**config.mk**
```make
export PLATFORM = sky130hd
export DESIGN_NAME = scan_range_jump_segmenter
export DESIGN_NICKNAME = d
export VERILOG_FILES = /design/src/rtl/srjs_pkg.sv /design/src/rtl/scan_range_jump_segmenter.sv /design/src/rtl/srjs_seg.sv /design/src/rtl/srjs_obuf.sv
export SDC_FILE = /design/constraint.sdc
export NUM_CORES = 1
export LEC_CHECK = 0
export BUFFER_PORTS_ARGS = -buffer_cell sky130_fd_sc_hd__buf_2
export CAP_MARGIN = 20
export CORE_AREA = 2 2 166 128
export CTS_CLUSTER_DIAMETER = 100
export DETAILED_ROUTE_END_ITERATION = 16
export DIE_AREA = 0 0 168 130
export GPL_ROUTABILITY_DRIVEN = 1
export PLACE_DENSITY = 0.9
export SYNTH_ARGS = -nofsm -noshare
export SYNTH_HDL_FRONTEND = slang
export SYNTH_HIERARCHICAL = 1
export SYNTH_SLANG_ARGS = --single-unit
```
**constraint.sdc**
```tcl
create_clock -name clk -period 9.1 [get_ports clk]
set_input_delay 0.91 -clock clk [delete_from_list [all_inputs] [get_ports clk]]
set_output_delay 0.91 -clock clk [all_outputs]
set_load 0.01 [all_outputs]
```
**src/rtl/srjs_pkg.sv**
```systemverilog
// ----------------------------------------------------------------------------
// srjs_pkg
// Types and constants shared by the scan range jump segmenter modules.
// ----------------------------------------------------------------------------
package srjs_pkg;

  localparam int RANGE_W    = 18;
  localparam int THR_W      = 18;
  localparam int MINPT_W    = 13;
  localparam int ID_W       = 13;
  localparam int FIRST_W    = 12;
  localparam int COUNT_W    = 13;
  localparam int CFG_IDX_W  = 2;
  localparam int CFG_DATA_W = 18;

  localparam logic [CFG_IDX_W-1:0] REG_THR   = 2'd0;
  localparam logic [CFG_IDX_W-1:0] REG_MINPT = 2'd1;
  localparam logic [CFG_IDX_W-1:0] REG_PASS  = 2'd2;

  localparam logic [THR_W-1:0]   THR_RST   = 18'd1000;
  localparam logic [MINPT_W-1:0] MINPT_RST = 13'd1;

  typedef enum logic [1:0] {
    JUMP_NONE = 2'd0,
    JUMP_RISE = 2'd1,
    JUMP_FALL = 2'd2
  } jump_t;

  typedef enum logic [1:0] {
    CLS_BACK    = 2'd0,
    CLS_FORE    = 2'd1,
    CLS_EITHER  = 2'd2,
    CLS_UNKNOWN = 2'd3
  } cls_t;

  typedef struct packed {
    logic [THR_W-1:0]   thr;
    logic [MINPT_W-1:0] min_pts;
    logic               pass_all;
  } cfg_t;

  typedef struct packed {
    logic [ID_W-1:0]    id;
    cls_t               cls;
    logic [FIRST_W-1:0] first;
    logic [COUNT_W-1:0] count;
    logic               ovf;
  } res_t;

  // up to two results caused by one item, r0 goes out first
  typedef struct packed {
    logic v0;
    logic v1;
    res_t r0;
    res_t r1;
  } pair_t;

endpackage

```
**src/rtl/scan_range_jump_segmenter.sv**
```systemverilog
// ----------------------------------------------------------------------------
// scan_range_jump_segmenter
// Splits a scan at range jumps and emits one descriptor per foreground segment,
// or per segment when pass_all is set.
// Path: an accepted item passes the input register, then the result buffer.
// Throughput: 1 item per cycle while out_tready is high; an item that yields
//   two results holds the input while the result buffer drains.
// Reset (rst_n low, synchronous): config returns to defaults, scan state
//   and the result buffer clear.
module scan_range_jump_segmenter #(
  parameter int MAX_POINTS = 4096,
  parameter int RANGE_BITS = 18
) (
  input  logic                            clk,
  input  logic                            rst_n,
  input  logic                            in_tvalid,
  output logic                            in_tready,
  input  logic [23:0]                     in_tdata,  // range_mm
  input  logic                            in_tlast,
  output logic                            out_tvalid,
  input  logic                            out_tready,
  output logic [39:0]                     out_tdata, // segment_id, first_index, point_count
  output logic [2:0]                      out_tuser, // segment_class, index_overflow
  output logic                            out_tlast,
  input  logic                            cfg_we,
  input  logic [srjs_pkg::CFG_IDX_W-1:0]  cfg_index,
  input  logic [srjs_pkg::CFG_DATA_W-1:0] cfg_wdata
);
  import srjs_pkg::*;

  cfg_t  cfg_r;
  logic  ld_valid, ld_ready;
  pair_t ld_pair;
  res_t  res;

  always_ff @(posedge clk) begin
    if (!rst_n) begin
      cfg_r.thr      <= THR_RST;
      cfg_r.min_pts  <= MINPT_RST;
      cfg_r.pass_all <= 1'b0;
    end else if (cfg_we) begin
      unique case (cfg_index)
        REG_THR:   cfg_r.thr      <= cfg_wdata[THR_W-1:0];
        REG_MINPT: cfg_r.min_pts  <= cfg_wdata[MINPT_W-1:0];
        REG_PASS:  cfg_r.pass_all <= cfg_wdata[0];
        default: ;
      endcase
    end
  end

  srjs_seg #(
    .MAX_POINTS (MAX_POINTS),
    .RANGE_BITS (RANGE_BITS)
  ) u_seg (
    .clk      (clk),
    .rst_n    (rst_n),
    .cfg      (cfg_r),
    .in_valid (in_tvalid),
    .in_ready (in_tready),
    .in_range (in_tdata[RANGE_W-1:0]),
    .in_end   (in_tlast),
    .ld_ready (ld_ready),
    .ld_valid (ld_valid),
    .ld_pair  (ld_pair)
  );

  srjs_obuf u_obuf (
    .clk       (clk),
    .rst_n     (rst_n),
    .ld_valid  (ld_valid),
    .ld_pair   (ld_pair),
    .ld_ready  (ld_ready),
    .out_valid (out_tvalid),
    .out_ready (out_tready),
    .out_res   (res),
    .out_last  (out_tlast)
  );

  assign out_tdata = {2'b00, res.count, res.first, res.id};
  assign out_tuser = {res.ovf, res.cls};

endmodule

```
**src/rtl/srjs_seg.sv**
```systemverilog
// ----------------------------------------------------------------------------
// srjs_seg
// Input register, per-scan state and jump classification; hands one result
// pair per item to the output buffer.
// ----------------------------------------------------------------------------
module srjs_seg #(
  parameter int MAX_POINTS = 4096,
  parameter int RANGE_BITS = 18
) (
  input  logic                         clk,
  input  logic                         rst_n,
  input  srjs_pkg::cfg_t               cfg,
  input  logic                         in_valid,
  output logic                         in_ready,
  input  logic [srjs_pkg::RANGE_W-1:0] in_range,
  input  logic                         in_end,
  input  logic                         ld_ready,
  output logic                         ld_valid,
  output srjs_pkg::pair_t              ld_pair
);
  import srjs_pkg::*;

  localparam int CNT_W = $clog2(MAX_POINTS + 1);
  localparam int RNG_W = (RANGE_BITS < RANGE_W) ? RANGE_BITS : RANGE_W;
  localparam int CMP_W = (CNT_W > MINPT_W) ? CNT_W : MINPT_W;
  localparam int DIF_W = THR_W + 1;
  localparam logic [CNT_W-1:0] MAX_CNT  = CNT_W'(MAX_POINTS);
  localparam logic [CNT_W-1:0] LAST_CNT = CNT_W'(MAX_POINTS - 1);

  logic             vld_r;
  logic [RNG_W-1:0] rng_r;
  logic             end_r;

  logic [RNG_W-1:0] prev_r,  prev_nxt;
  jump_t            open_r,  open_nxt;
  logic [CNT_W-1:0] start_r, start_nxt;
  logic [CNT_W-1:0] idx_r,   idx_nxt;
  logic [CNT_W-1:0] id_r,    id_nxt;
  logic             ovf_r,   ovf_nxt;

  logic             adv;
  logic [DIF_W-1:0] prev_x, cur_x, thr_x;
  logic             rise, fall, full, jump;
  jump_t            cur;
  cls_t             jcls, fcls;
  logic [CNT_W-1:0] jcount, start_new, id_new, last, fcount;
  logic             ovf_new;

  assign adv      = vld_r && ld_ready;
  assign in_ready = !vld_r || adv;
  assign ld_valid = adv;

  always_ff @(posedge clk) begin
    if (!rst_n) begin
      vld_r <= 1'b0;
    end else if (in_ready) begin
      vld_r <= in_valid;
    end
  end

  always_ff @(posedge clk) begin
    if (in_valid && in_ready) begin
      rng_r <= in_range[RNG_W-1:0];
      end_r <= in_end;
    end
  end

  always_comb begin
    prev_x = DIF_W'(prev_r);
    cur_x  = DIF_W'(rng_r);
    thr_x  = DIF_W'(cfg.thr);
    rise   = cur_x > (prev_x + thr_x);
    fall   = prev_x > (cur_x + thr_x);
    cur    = rise ? JUMP_RISE : (fall ? JUMP_FALL : JUMP_NONE);
    full   = idx_r >= MAX_CNT;
    jump   = !full && (idx_r != '0) && (cur != JUMP_NONE);
    jcount = idx_r - start_r;

    if (open_r == JUMP_NONE) begin
      jcls = CLS_UNKNOWN;
    end else if (cur == open_r) begin
      jcls = CLS_EITHER;
    end else if (cur == JUMP_FALL) begin
      jcls = CLS_BACK;
    end else if (CMP_W'(jcount) >= CMP_W'(cfg.min_pts)) begin
      jcls = CLS_FORE;
    end else begin
      jcls = CLS_EITHER;
    end

    if (full) begin
      start_new = start_r;
    end else if (idx_r == '0) begin
      start_new = '0;
    end else if (jump) begin
      start_new = idx_r;
    end else begin
      start_new = start_r;
    end
    id_new  = jump ? id_r + 1'b1 : id_r;
    last    = full ? LAST_CNT : idx_r;
    fcls    = (last == '0) ? CLS_BACK : CLS_UNKNOWN;
    fcount  = last - start_new + 1'b1;
    ovf_new = ovf_r | full;
  end

  always_comb begin
    ld_pair.v0       = jump && (cfg.pass_all || (jcls == CLS_FORE));
    ld_pair.r0.id    = ID_W'(id_r);
    ld_pair.r0.cls   = jcls;
    ld_pair.r0.first = FIRST_W'(start_r);
    ld_pair.r0.count = COUNT_W'(jcount);
    ld_pair.r0.ovf   = ovf_r;
    ld_pair.v1       = end_r && (cfg.pass_all || (fcls == CLS_FORE));
    ld_pair.r1.id    = ID_W'(id_new);
    ld_pair.r1.cls   = fcls;
    ld_pair.r1.first = FIRST_W'(start_new);
    ld_pair.r1.count = COUNT_W'(fcount);
    ld_pair.r1.ovf   = ovf_new;
  end

  always_comb begin
    prev_nxt  = prev_r;
    open_nxt  = open_r;
    start_nxt = start_r;
    idx_nxt   = idx_r;
    id_nxt    = id_r;
    ovf_nxt   = ovf_r;
    if (adv) begin
      if (end_r) begin
        prev_nxt  = '0;
        open_nxt  = JUMP_NONE;
        start_nxt = '0;
        idx_nxt   = '0;
        id_nxt    = '0;
        ovf_nxt   = 1'b0;
      end else if (full) begin
        ovf_nxt = 1'b1;
      end else begin
        prev_nxt  = rng_r;
        idx_nxt   = idx_r + 1'b1;
        start_nxt = start_new;
        id_nxt    = id_new;
        if (idx_r == '0) begin
          open_nxt = JUMP_NONE;
        end else if (jump) begin
          open_nxt = cur;
        end
      end
    end
  end

  always_ff @(posedge clk) begin
    if (!rst_n) begin
      prev_r  <= '0;
      open_r  <= JUMP_NONE;
      start_r <= '0;
      idx_r   <= '0;
      id_r    <= '0;
      ovf_r   <= 1'b0;
    end else begin
      prev_r  <= prev_nxt;
      open_r  <= open_nxt;
      start_r <= start_nxt;
      idx_r   <= idx_nxt;
      id_r    <= id_nxt;
      ovf_r   <= ovf_nxt;
    end
  end

endmodule

```
**src/rtl/srjs_obuf.sv**
```systemverilog
// ----------------------------------------------------------------------------
// srjs_obuf
// Result pair buffer; drains up to two results per item, marks the last one.
// ----------------------------------------------------------------------------
module srjs_obuf (
  input  logic            clk,
  input  logic            rst_n,
  input  logic            ld_valid,
  input  srjs_pkg::pair_t ld_pair,
  output logic            ld_ready,
  output logic            out_valid,
  input  logic            out_ready,
  output srjs_pkg::res_t  out_res,
  output logic            out_last
);
  import srjs_pkg::*;

  logic v0_r, v0_nxt;
  logic v1_r, v1_nxt;
  res_t r0_r, r1_r;
  logic take;

  assign out_valid = v0_r | v1_r;
  assign out_res   = v0_r ? r0_r : r1_r;
  assign out_last  = v0_r ? !v1_r : 1'b1;
  assign take      = out_valid && out_ready;
  assign ld_ready  = !out_valid || (take && !(v0_r && v1_r));

  always_comb begin
    v0_nxt = v0_r;
    v1_nxt = v1_r;
    if (take) begin
      if (v0_r) begin
        v0_nxt = 1'b0;
      end else begin
        v1_nxt = 1'b0;
      end
    end
    if (ld_valid) begin
      v0_nxt = ld_pair.v0;
      v1_nxt = ld_pair.v1;
    end
  end

  always_ff @(posedge clk) begin
    if (!rst_n) begin
      v0_r <= 1'b0;
      v1_r <= 1'b0;
    end else begin
      v0_r <= v0_nxt;
      v1_r <= v1_nxt;
    end
  end

  always_ff @(posedge clk) begin
    if (ld_valid) begin
      r0_r <= ld_pair.r0;
      r1_r <= ld_pair.r1;
    end
  end

endmodule
```
### Word-level counts from Yosys, hierarchy flattened

Index checks and enable logic that the tools add are counted.

* word-level logic and storage cells: 112
* output and inout bits: 46
* input port bits: 50
* register bits: 196

* reductions and logical operators: 34
* magnitude comparators: 4
* $add $sub $neg: 7
* multiplexer cells: 33
* bitwise logic cells: 2
* equal/unequal tests: 8

Operator list (count)
* $mux W13: 11
* $mux W41: 1
* $add A13 B1 Y13 const B: 3
* $add A18 B18 Y19: 2
* $gt A18 B19 Y1: 2
* $mux W18: 2
* $logic_not A13 Y1: 2
* $sub A13 B13 Y13: 2
* $mux W2: 11
* $ge A13 B13 Y1: 1
* $ge A13 B13 Y1 const B: 1
* $reduce_bool A13 Y1: 1
* $reduce_and A2 Y1: 6
* $logic_and A1 B1 Y1: 9
* $mux W1: 8
* $eq A2 B1 Y1 const B: 3
* $reduce_bool A2 Y1: 3
* $logic_not A1 Y1: 5
* $eq A2 B2 Y1 const B: 2
* $logic_not A2 Y1: 2
* $logic_or A1 B1 Y1: 4
* $reduce_and A3 Y1: 1
* $reduce_bool A3 Y1: 1
* $eq A2 B2 Y1: 1
* other kinds (3): 4

### Longest topological paths before layout

Gate-level depths: netlist of the first run.

* depth in word-level cells: 12
* mapped depth: 32
* depth with buffers taken out: 31

### Modules after synthesis

The synthesis of the first run kept the hierarchy.

By module, submodules not included
* srjs_seg: cells each 905, sequential area each 1791.7 um^2, times used 1, area each 7726.2 um^2
* srjs_obuf: cells each 141, sequential area each 2502.4 um^2, times used 1, area each 3070.4 um^2
* scan_range_jump_segmenter: cells each 140, sequential area each 640.6 um^2, times used 1, area each 1351.3 um^2

### Worst setup path after synthesis of the first run

No wires, ideal clock.

* kind: register to register
* start point: register cfg_r[14] in the netlist's numbering
* end point: register u_obuf/r1_r[13] in the netlist's numbering (data pin)
* data required time: 8.842 ns
* path slack: 2.690 ns
* setup time: 0.258 ns
* buffers on the path: 2
* stages on the path, launching flop included: 32
* clock period less this slack: 6.410 ns
* data arrival time: 6.152 ns
* cell sequence: dfxtp_1 > ha_1 > fa_1 > a211o_1 > o211ai_2 > a21oi_1 > nor2_1 > o21ai_0 > a41oi_1 > nor2b_1 > xor2_1 > ha_1 > nand4_1 > nor2_1 > a211o_1 > a2111o_1 > nor2_4 > buf_6 > nor2_1 > nor2_1 > buf_2 > a22oi_1 > ha_1 > ha_1 > a21oi_1 > o21ai_0 > or4_1 > o2111ai_1 > o22ai_1 > o41ai_1 > xor2_1 > xnor2_1

RTL lines
* from (decl): line scan_range_jump_segmenter.sv:31 `cfg_t cfg_r;`
* to (signal assigned): line srjs_obuf.sv:58 `r1_r <= ld_pair.r1;`
* to (decl): line srjs_obuf.sv:20 `res_t r0_r, r1_r;`

==> impl_metrics.ini, run 1 <==
[outcome]
status = completed

[setup_path]
cp-start-kind = register
cp_max_fo = 13
cp-end-kind = register
r2r_cells = 29
slowest_stage = o31ai_2
cp_slowest_stage_delay_ps = 510
required_ps = 9300
worstSetupPathType = register to register
worstPathArrival_ps = 8100

[logic_synthesis]
synthArstFlopShare = 0
synth_area_per_cell_sq_um = 10.2
synth_edf_count = 101
synthFlopType = edfxtp_1
ys_seq_area_frac = 0.406
synth_top_area_cell = edfxtp_1
synthTopCellsByArea = edfxtp_1 25%, dfxtp_1 16%, ha_1 13%
netlist_area_sq_mm = 0.0121
yosysWarnings = 6
ys_types = 76
syn_inst = 1186
synth_seq_cells = 196
synth_top_area_frac = 0.250

[clock_network]
clockRootBuffer = clkbuf_16
clk_path_buf_depth = 2
cts_sinks = 196
h-tree-depth = 4
cts_tree = done
cts_made_buffers = 17
path_clk_slew_ps = 80
post_cts_resized = 0
clk-insertion-delay-late_ps = 450
ctsHoldBuffers = 0
cts_setup_buffers = 0

[sta]
fin_setup_tns_ps = 0
worstMarginPinSlew_ps = 1000
max_freq_mhz = 127
slew-limit-headroom = 0.331
finalCritPeriodShare = 0.868
finalCriticalPeriod_ps = 7900
hold_viol = 0
setup_viol = 0
rsz0062_at_grt = no
drv_slew = 0
finClkSkew_ps = 7.12

[final_layout]
fill_cells = 1545
multiInputGateArea_sq_mm = 0.00659
layout_common_cells = 123 x ha_1, 101 x edfxtp_1, 97 x nand2_1
diodes = 0
nets = 1413
area_growth_pct = 9.01
layout-drive-gt1-share = 0.163
ff_latch_area_sq_mm = 0.00494
layout_commonest_cell = ha_1

[job]
maxCapViolCount = 0

[route]
wire_per_inst_um = 18.7
ant_nets = 0
drc = 0
via_per_inst = 6.22
first_pass_iters = 7
drt-total-wl_um = 28300
vias = 9409
drt_iter0_drc = 946

[floorplanning]
io_pins = 96
die_w_um = 168
die_area_sq_mm = 0.0218
rows = 46
initial_utilization = 0.595
die_h_um = 130
core_sq_mm = 0.0204

[pwr]
leakagePower_nw = 5.64
p_total_mw = 2.04
vdd_drop_max_mv = 0.137
powerDensity_mw_per_mm2 = 154

[worst_hold_path]
min_path_cells = 2
worstHoldPathType = register to register

[global_routing]
grt_pass1_vias = 9065
overflow = 0
grt_antenna_before_repair = 0
grt_max_degree = 91
grt_usage = 0.265
grt_pass1_wl_um = 45600

[place]
gp_congestion = 0.950
dp_hpwl_um = 20100
io_buffer_count = 87
-- power breakdown --
part	switching, mW	internal [mW]	total [mW]
Sequential	0.0203	0.951	0.971
Combinational	0.158	0.105	0.263
Clock	0.383	0.425	0.807
-- stage by stage --
| stage | instances | area [sq um] | hold WS [ps] | utilization | worst slack (ps) |
|---|---|---|---|---|---|
| floorplan | 1187 | 12200 | 406 | - | 2690 |
| detailed placement | 1479 | 12600 | 455 | 0.616 | 1050 |
| global route | 1513 | 13200 | 479 | 0.648 | 575 |
| finish | 1513 | 13200 | 460 | 0.648 | 1200 |
| global placement | 1479 | 12600 | 445 | 0.616 | 1380 |
| CTS | 1511 | 13200 | 464 | 0.646 | 991 |
-- cell families (layout without fill, tap and decap cells) --
| group | Yosys count | count (layout) | share of synthesized area |
|---|---|---|---|
| xor+xnor | 69 | 69 | 0.0497 |
| simple gates | 323 | 323 | 0.137 |
| fa+ha+maj | 127 | 127 | 0.133 |
| flops | 196 | 196 | 0.406 |
| buf+inv | 128 | 190 | 0.0524 |
| compound gates | 274 | 274 | 0.161 |
| mux | 68 | 68 | 0.0604 |
| other cells | 1 | 2 | 0.000309 |
-- sequential cells by signal, indices dropped and copies added (netlist names), 2 cells and up --
name	flops
u_seg/start_r	13
u_obuf/r1_r	41
u_seg/rng_r	18
u_seg/prev_r	18
u_seg/id_r	13
u_seg/open_r	2
u_obuf/r0_r	41
u_seg/idx_r	13
cfg_r	32
-- synthesized netlist by cell type (7+ instances only) --
library cell	n
buf_4	22
o21ai_0	42
nor2b_1	27
mux2_2	42
nand4_1	14
or4_1	7
nand3b_1	7
o211ai_1	14
a21o_1	22
nor2_1	63
ha_1	123
xnor2_1	35
nor3_1	13
or3_1	7
a22oi_1	32
inv_1	62
mux2i_1	26
o21bai_1	7
a211oi_1	11
clkbuf_1	24
a22o_1	23
and2_1	8
buf_6	8
a21oi_1	61
xor2_1	34
or2_2	15
nand2_1	97
edfxtp_1	101
buf_2	11
dfxtp_1	95
nand3_1	21
and3_1	10
nand2b_1	9
-- critical path: cells and delay by family, from the launching register on --
family | cells | cell delay (ps)
AOI/OAI and AO/OA | 17 | 3960
adders and majority gates | 5 | 1670
and+or+nand+nor | 3 | 700
xor gates and xnor gates | 3 | 610
DFF | 1 | 430
buffers and inverters | 1 | 280
-- path summary, 6_finish.rpt --
check                 startpoint               to  slack, ps
setup / recovery  u_seg/rng_r[0]  u_obuf/r1_r[13]       1200
hold / removal          cfg_r[5]         cfg_r[5]        460
setup reg to reg  u_seg/rng_r[0]  u_obuf/r1_r[13]       1200
hold reg to reg         cfg_r[5]         cfg_r[5]        460
-- per-layer routing --
metal	wire length, um	track usage	up-vias
li1	-	-	4438
met2	12900	0.433	394
met4	665	0.105	0
met1	12200	0.348	4519
met5	0	0	-
met3	2460	0.0573	58
-- final cells by class --
type                            instances  area share
Timing Repair Buffer                   96      0.0395
Tap cell                              264      0.0249
Inverter                               62      0.0177
Clock inverter                         15      0.0153
Clock buffer                           17      0.0321
Sequential cell                       196       0.373
Multi-Input combinational cell        863       0.498
(Power assumes the default switching activity.)
==> inputs of run 2 (changes only) <==
--- a/config.mk
+++ b/config.mk
@@ -7,10 +7,10 @@
 export LEC_CHECK = 0
 export BUFFER_PORTS_ARGS = -buffer_cell sky130_fd_sc_hd__buf_2
 export CAP_MARGIN = 20
-export CORE_AREA = 2 2 166 128
+export CORE_AREA = 2 2 145 147
 export CTS_CLUSTER_DIAMETER = 100
 export DETAILED_ROUTE_END_ITERATION = 16
-export DIE_AREA = 0 0 168 130
+export DIE_AREA = 0 0 147 149
 export GPL_ROUTABILITY_DRIVEN = 1
 export PLACE_DENSITY = 0.9
 export SYNTH_ARGS = -nofsm -noshare
==> run 2 against run 1 <==
  * Sequential power is essentially flat
  * Final area hardly changed
  * Sequential cell count stayed put
  * Global-route usage shrank 1.5 points
  * Maximum frequency rose by 3.2%
  * Total power is 1.7% lower
  * Count of clock-buffer cells in the layout did not move
  * Register-to-register slack improved by 250 ps
  * Utilization down 0.42 points
  * Clock power shrank 3.3%
  * Clock skew rose by 4.7 ps
  * Largest cell class unchanged
  * Largest power group unchanged
==> impl_metrics.ini, run 2 (synthesized netlist as in run 1, its figures left out) <==
[floorplanning]
die_h_um = 149
die_area_sq_mm = 0.0219
rows = 53
die_w_um = 147
initial_utilization = 0.591
io_pins = 96
core_sq_mm = 0.0206

[route]
vias = 9352
drt_iter0_drc = 851
dr_wl_met3_um = 1700
drc = 0
met2_wirelength_um = 13400
wire_per_inst_um = 17.8
first_pass_iters = 7
top_layer = met4
via_per_inst = 6.14
ant_nets = 0
drt-total-wl_um = 27100
wl_met1_um = 11100

[pwr]
powerDensity_mw_per_mm2 = 151
clkPwrFrac = 0.389
p_int_mw = 1.45
vdd_drop_max_mv = 0.138
netSwitchingFraction = 0.275
p_seq_frac = 0.484
leakagePower_nw = 5.63
power.net_switching_mw = 0.552
p_comb_frac = 0.127

[sta]
setup_viol = 0
worstMarginPinSlew_ps = 1080
finalCritPeriodShare = 0.841
slew-limit-headroom = 0.280
max_freq_mhz = 131
drv_slew = 0
rsz0062_at_grt = no
hold_viol = 0
finalCriticalPeriod_ps = 7650
fin_setup_tns_ps = 0
finClkSkew_ps = 11.9

[worst_hold_path]
min_to = cfg_r[8]
hp-start = cfg_r[8]
worstHoldPathType = register to register
min_path_cells = 2

[setup_path]
worstSetupPathType = register to register
required_ps = 9310
cp-end-kind = register
worstPathArrival_ps = 7850
cp_max_fo = 21
crit_top_cell = ha_1
rrSetupSlack_ps = 1450
rr_endpoint = u_obuf/r1_r[13]
cp_slowest_stage_delay_ps = 470
r2r_cells = 29
r2r-start = cfg_r[15]
cp-start-kind = register
slowest_stage = dfxtp_1

[clock_network]
cts_sinks = 196
cts_tree = done
ctsHoldBuffers = 0
post_cts_resized = 0
cts_made_buffers = 17
clk-insertion-delay-late_ps = 450
h-tree-depth = 4
path_clk_slew_ps = 80
clockRootBuffer = clkbuf_16
cts_setup_buffers = 0
clk_path_buf_depth = 2

[outcome]
status = completed

[final_layout]
nets = 1411
multiInputGateArea_sq_mm = 0.00659
layout_common_cells = 123 x ha_1, 101 x edfxtp_1, 97 x nand2_1
layout-drive-gt1-share = 0.162
layout_commonest_cell = ha_1
fin_util = 0.644
top_regs = u_obuf/r0_r: 41 flops, u_obuf/r1_r: 41 flops, cfg_r: 32 flops
ff_latch_area_sq_mm = 0.00494
fill_cells = 1529
diodes = 0
area_growth_pct = 8.97

[global_routing]
grt_usage = 0.250
grt_max_degree = 90
grt_pass1_vias = 8977
grt_pass1_wl_um = 43900
overflow = 0
grt_antenna_before_repair = 0

[place]
gp_congestion = 0.914
dp_hpwl_um = 19300
io_buffer_count = 87

[job]
maxCapViolCount = 0
## run 2: cell types whose count changed in the layout (fill, tap and decap cells not counted), moves of 2 or more
cell / before / now
inv_8: 6 / 2
buf_4: 8 / 6
clkinv_8: 1 / 7
inv_6: 2 / 4
clkinv_4: 2 / 0
## run 2: layout make-up
| class | count | share of cell area |
|---|---|---|
| multi-input cells | 863 | 0.498 |
| flip-flops and latches | 196 | 0.373 |
| repair buffers | 94 | 0.0378 |
| clock buffers | 17 | 0.0321 |
| well taps | 275 | 0.0260 |
| inverters | 62 | 0.0177 |
| clock inverters | 15 | 0.0156 |
## run 2: worst max-delay path by stage
stage	startpoint	endpoint
after floorplan	cfg_r[14]	u_obuf/r1_r[13]
after global placement	cfg_r[15]	u_obuf/r1_r[13]
after detailed placement	cfg_r[15]	u_obuf/r1_r[13]
after CTS	cfg_r[15]	u_obuf/r1_r[13]
after global routing	cfg_r[15]	u_obuf/r1_r[13]
final	cfg_r[15]	u_obuf/r1_r[13]
## run 2: metal layers
metal | vias up | global-route usage
met4 | 0 | 0.105
met1 | 4461 | 0.306
met5 | - | 0
met3 | 80 | 0.0401
met2 | 368 | 0.440
li1 | 4443 | -
## run 2: metrics by stage
step,hold WS (ps),setup WS (ps),instance area (sq um),instances,power [mW]
final,457,1450,13200,1522,2.01
after global routing,480,750,13200,1522,2.08
after CTS,460,1580,13200,1521,2.01
after detailed placement,441,1670,12600,1489,1.24
after global placement,436,1800,12600,1489,1.23
after floorplan,406,2690,12200,1187,1.18
## run 2: power groups by stage
stage               clock [mW]  combinational [mW]  sequential [mW]
finish                   0.780               0.255            0.970
global route             0.824               0.284            0.972
detailed placement           0               0.249            0.990
floorplan                    0               0.193            0.983
global placement             0               0.242            0.989
CTS                      0.787               0.253            0.970
## run 2: worst max-delay path: cells and delay by family, from the launching register on
kind / cells / cell delay (ps)
and+or+nand+nor: 7 / 1380
adders and majority gates: 4 / 1280
buffers and inverters: 1 / 280
DFF: 1 / 470
AOI/OAI and AO/OA: 14 / 3460
xor gates and xnor gates: 3 / 500
==> inputs of run 3 (changes only) <==
==> constraint.sdc (replaced) <==
create_clock -name clk -period 7.53 [get_ports clk]
set_input_delay 0.753 -clock clk [delete_from_list [all_inputs] [get_ports clk]]
set_output_delay 0.753 -clock clk [all_outputs]
set_load 0.01 [all_outputs]
==> run 3 against run 2 <==
  * Total power rose by 19%
  * Worst hold slack barely moved
  * Clock power rose by 15%
  * Highest routed layer unchanged
==> impl_metrics.ini, run 3 (synthesized netlist as in run 1, its figures left out) <==
[route]
drc = 0
drt-total-wl_um = 27600
first_pass_iters = 5
vias = 9326
ant_nets = 0
met2_wirelength_um = 13800
wire_per_inst_um = 18.0
dr_wl_met3_um = 1660
via_per_inst = 6.10
top_layer = met4
wl_met1_um = 11300
drt_iter0_drc = 756

[setup_path]
crit_top_cell = ha_1
cp_slowest_stage_delay_ps = 420
slowest_stage = a2111o_1
cp_max_fo = 8
worstSetupPathType = register to register
path_delay_family = compound AO/OA/AOI/OAI gates
crit_buf_inv = 0
worstPathArrival_ps = 7560
cp-end-kind = register
cp-start-kind = register
required_ps = 7740

[final_layout]
top_regs = u_obuf/r0_r: 41 flops, u_obuf/r1_r: 41 flops, cfg_r: 32 flops
layout_common_cells = 123 x ha_1, 101 x edfxtp_1, 97 x nand2_1
layout_commonest_cell = ha_1
fill_cells = 1556
diodes = 0
multiInputGateArea_sq_mm = 0.00661
layout-drive-gt1-share = 0.168
nets = 1417
ff_latch_area_sq_mm = 0.00494
area_growth_pct = 9.34

[sta]
finClkSkew_ps = 18.1
setup_viol = 0
hold_ws_ps = 457
worstMarginPinSlew_ps = 1060
max_freq_mhz = 136
drv_slew = 0
slew-limit-headroom = 0.289
fin_setup_tns_ps = 0
hold_viol = 0
finalCriticalPeriod_ps = 7360
finalCritPeriodShare = 0.977

[global_routing]
grt_max_degree = 90
grt_pass1_vias = 9075
grt_pass1_wl_um = 43800
grt_antenna_before_repair = 0
overflow = 0
grt_usage = 0.249

[place]
gp_congestion = 0.922
io_buffer_count = 87
dp_hpwl_um = 19700

[clock_network]
post_cts_resized = 0
clk-insertion-delay-late_ps = 450
path_clk_slew_ps = 80
cts_sinks = 196
cts_made_buffers = 17
ctsHoldBuffers = 0
clk_path_buf_depth = 2
cts_setup_buffers = 0
clockRootBuffer = clkbuf_16
h-tree-depth = 4
cts_tree = done

[pwr]
leakagePower_nw = 5.65
powerDensity_mw_per_mm2 = 179
vdd_drop_max_mv = 0.190
p_total_mw = 2.38

[floorplanning]
die_h_um = 149
die_area_sq_mm = 0.0219
rows = 53
io_pins = 96
die_w_um = 147
initial_utilization = 0.591
core_sq_mm = 0.0206

[outcome]
status = completed

[worst_hold_path]
worstHoldPathType = register to register

[job]
maxCapViolCount = 0
[run 3: cell count changes in the layout (fill, tap and decap cells not counted), moves of 2 or more]
cell,change
a211oi_2,+2
inv_8,+2
clkinv_8,-3
a211oi_1,-2
buf_4,+4
buf_12,+2
[run 3: worst paths after layout]
| path | startpoint | to | slack (ps) | cells past startpoint |
|---|---|---|---|---|
| setup / recovery | cfg_r[23] | u_obuf/r1_r[13] | 170 | 28 |
| hold reg to reg | u_seg/ovf_r | u_obuf/r0_r[0] | 460 | 0 |
| setup reg to reg | cfg_r[23] | u_obuf/r1_r[13] | 170 | 28 |
| hold / removal | u_seg/ovf_r | u_obuf/r0_r[0] | 460 | 0 |
[run 3: layout make-up]
type,instances,share of cell area
Multi-Input combinational cell,863,0.498
Sequential cell,196,0.372
Clock buffer,18,0.0323
Clock inverter,14,0.0118
Timing Repair Buffer,100,0.0430
Inverter,62,0.0176
Tap cell,275,0.0259
[run 3: through the flow]
| step | setup slack, ps | utilization | std cells | area, sq um |
|---|---|---|---|---|
| final | 175 | 0.646 | 1528 | 13300 |
| after global routing | -9.40 | 0.646 | 1528 | 13300 |
| after CTS | 288 | 0.643 | 1526 | 13200 |
| after detailed placement | 372 | 0.615 | 1494 | 12600 |
| after global placement | 487 | 0.615 | 1494 | 12600 |
| after floorplan | 1120 | - | 1187 | 12200 |
[run 3: routing by layer]
layer  vias to the layer above  global-route usage
li1                       4451                   -
met1                      4452               0.300
met2                       356               0.447
met3                        67              0.0410
met4                         0              0.0976
met5                         -                   0
[run 3: power by group]
group	switching (mW)	total (mW)	internal (mW)
combinational	0.188	0.316	0.128
sequential	0.0228	1.17	1.15
clock	0.448	0.894	0.446
total	0.659	2.38	1.72
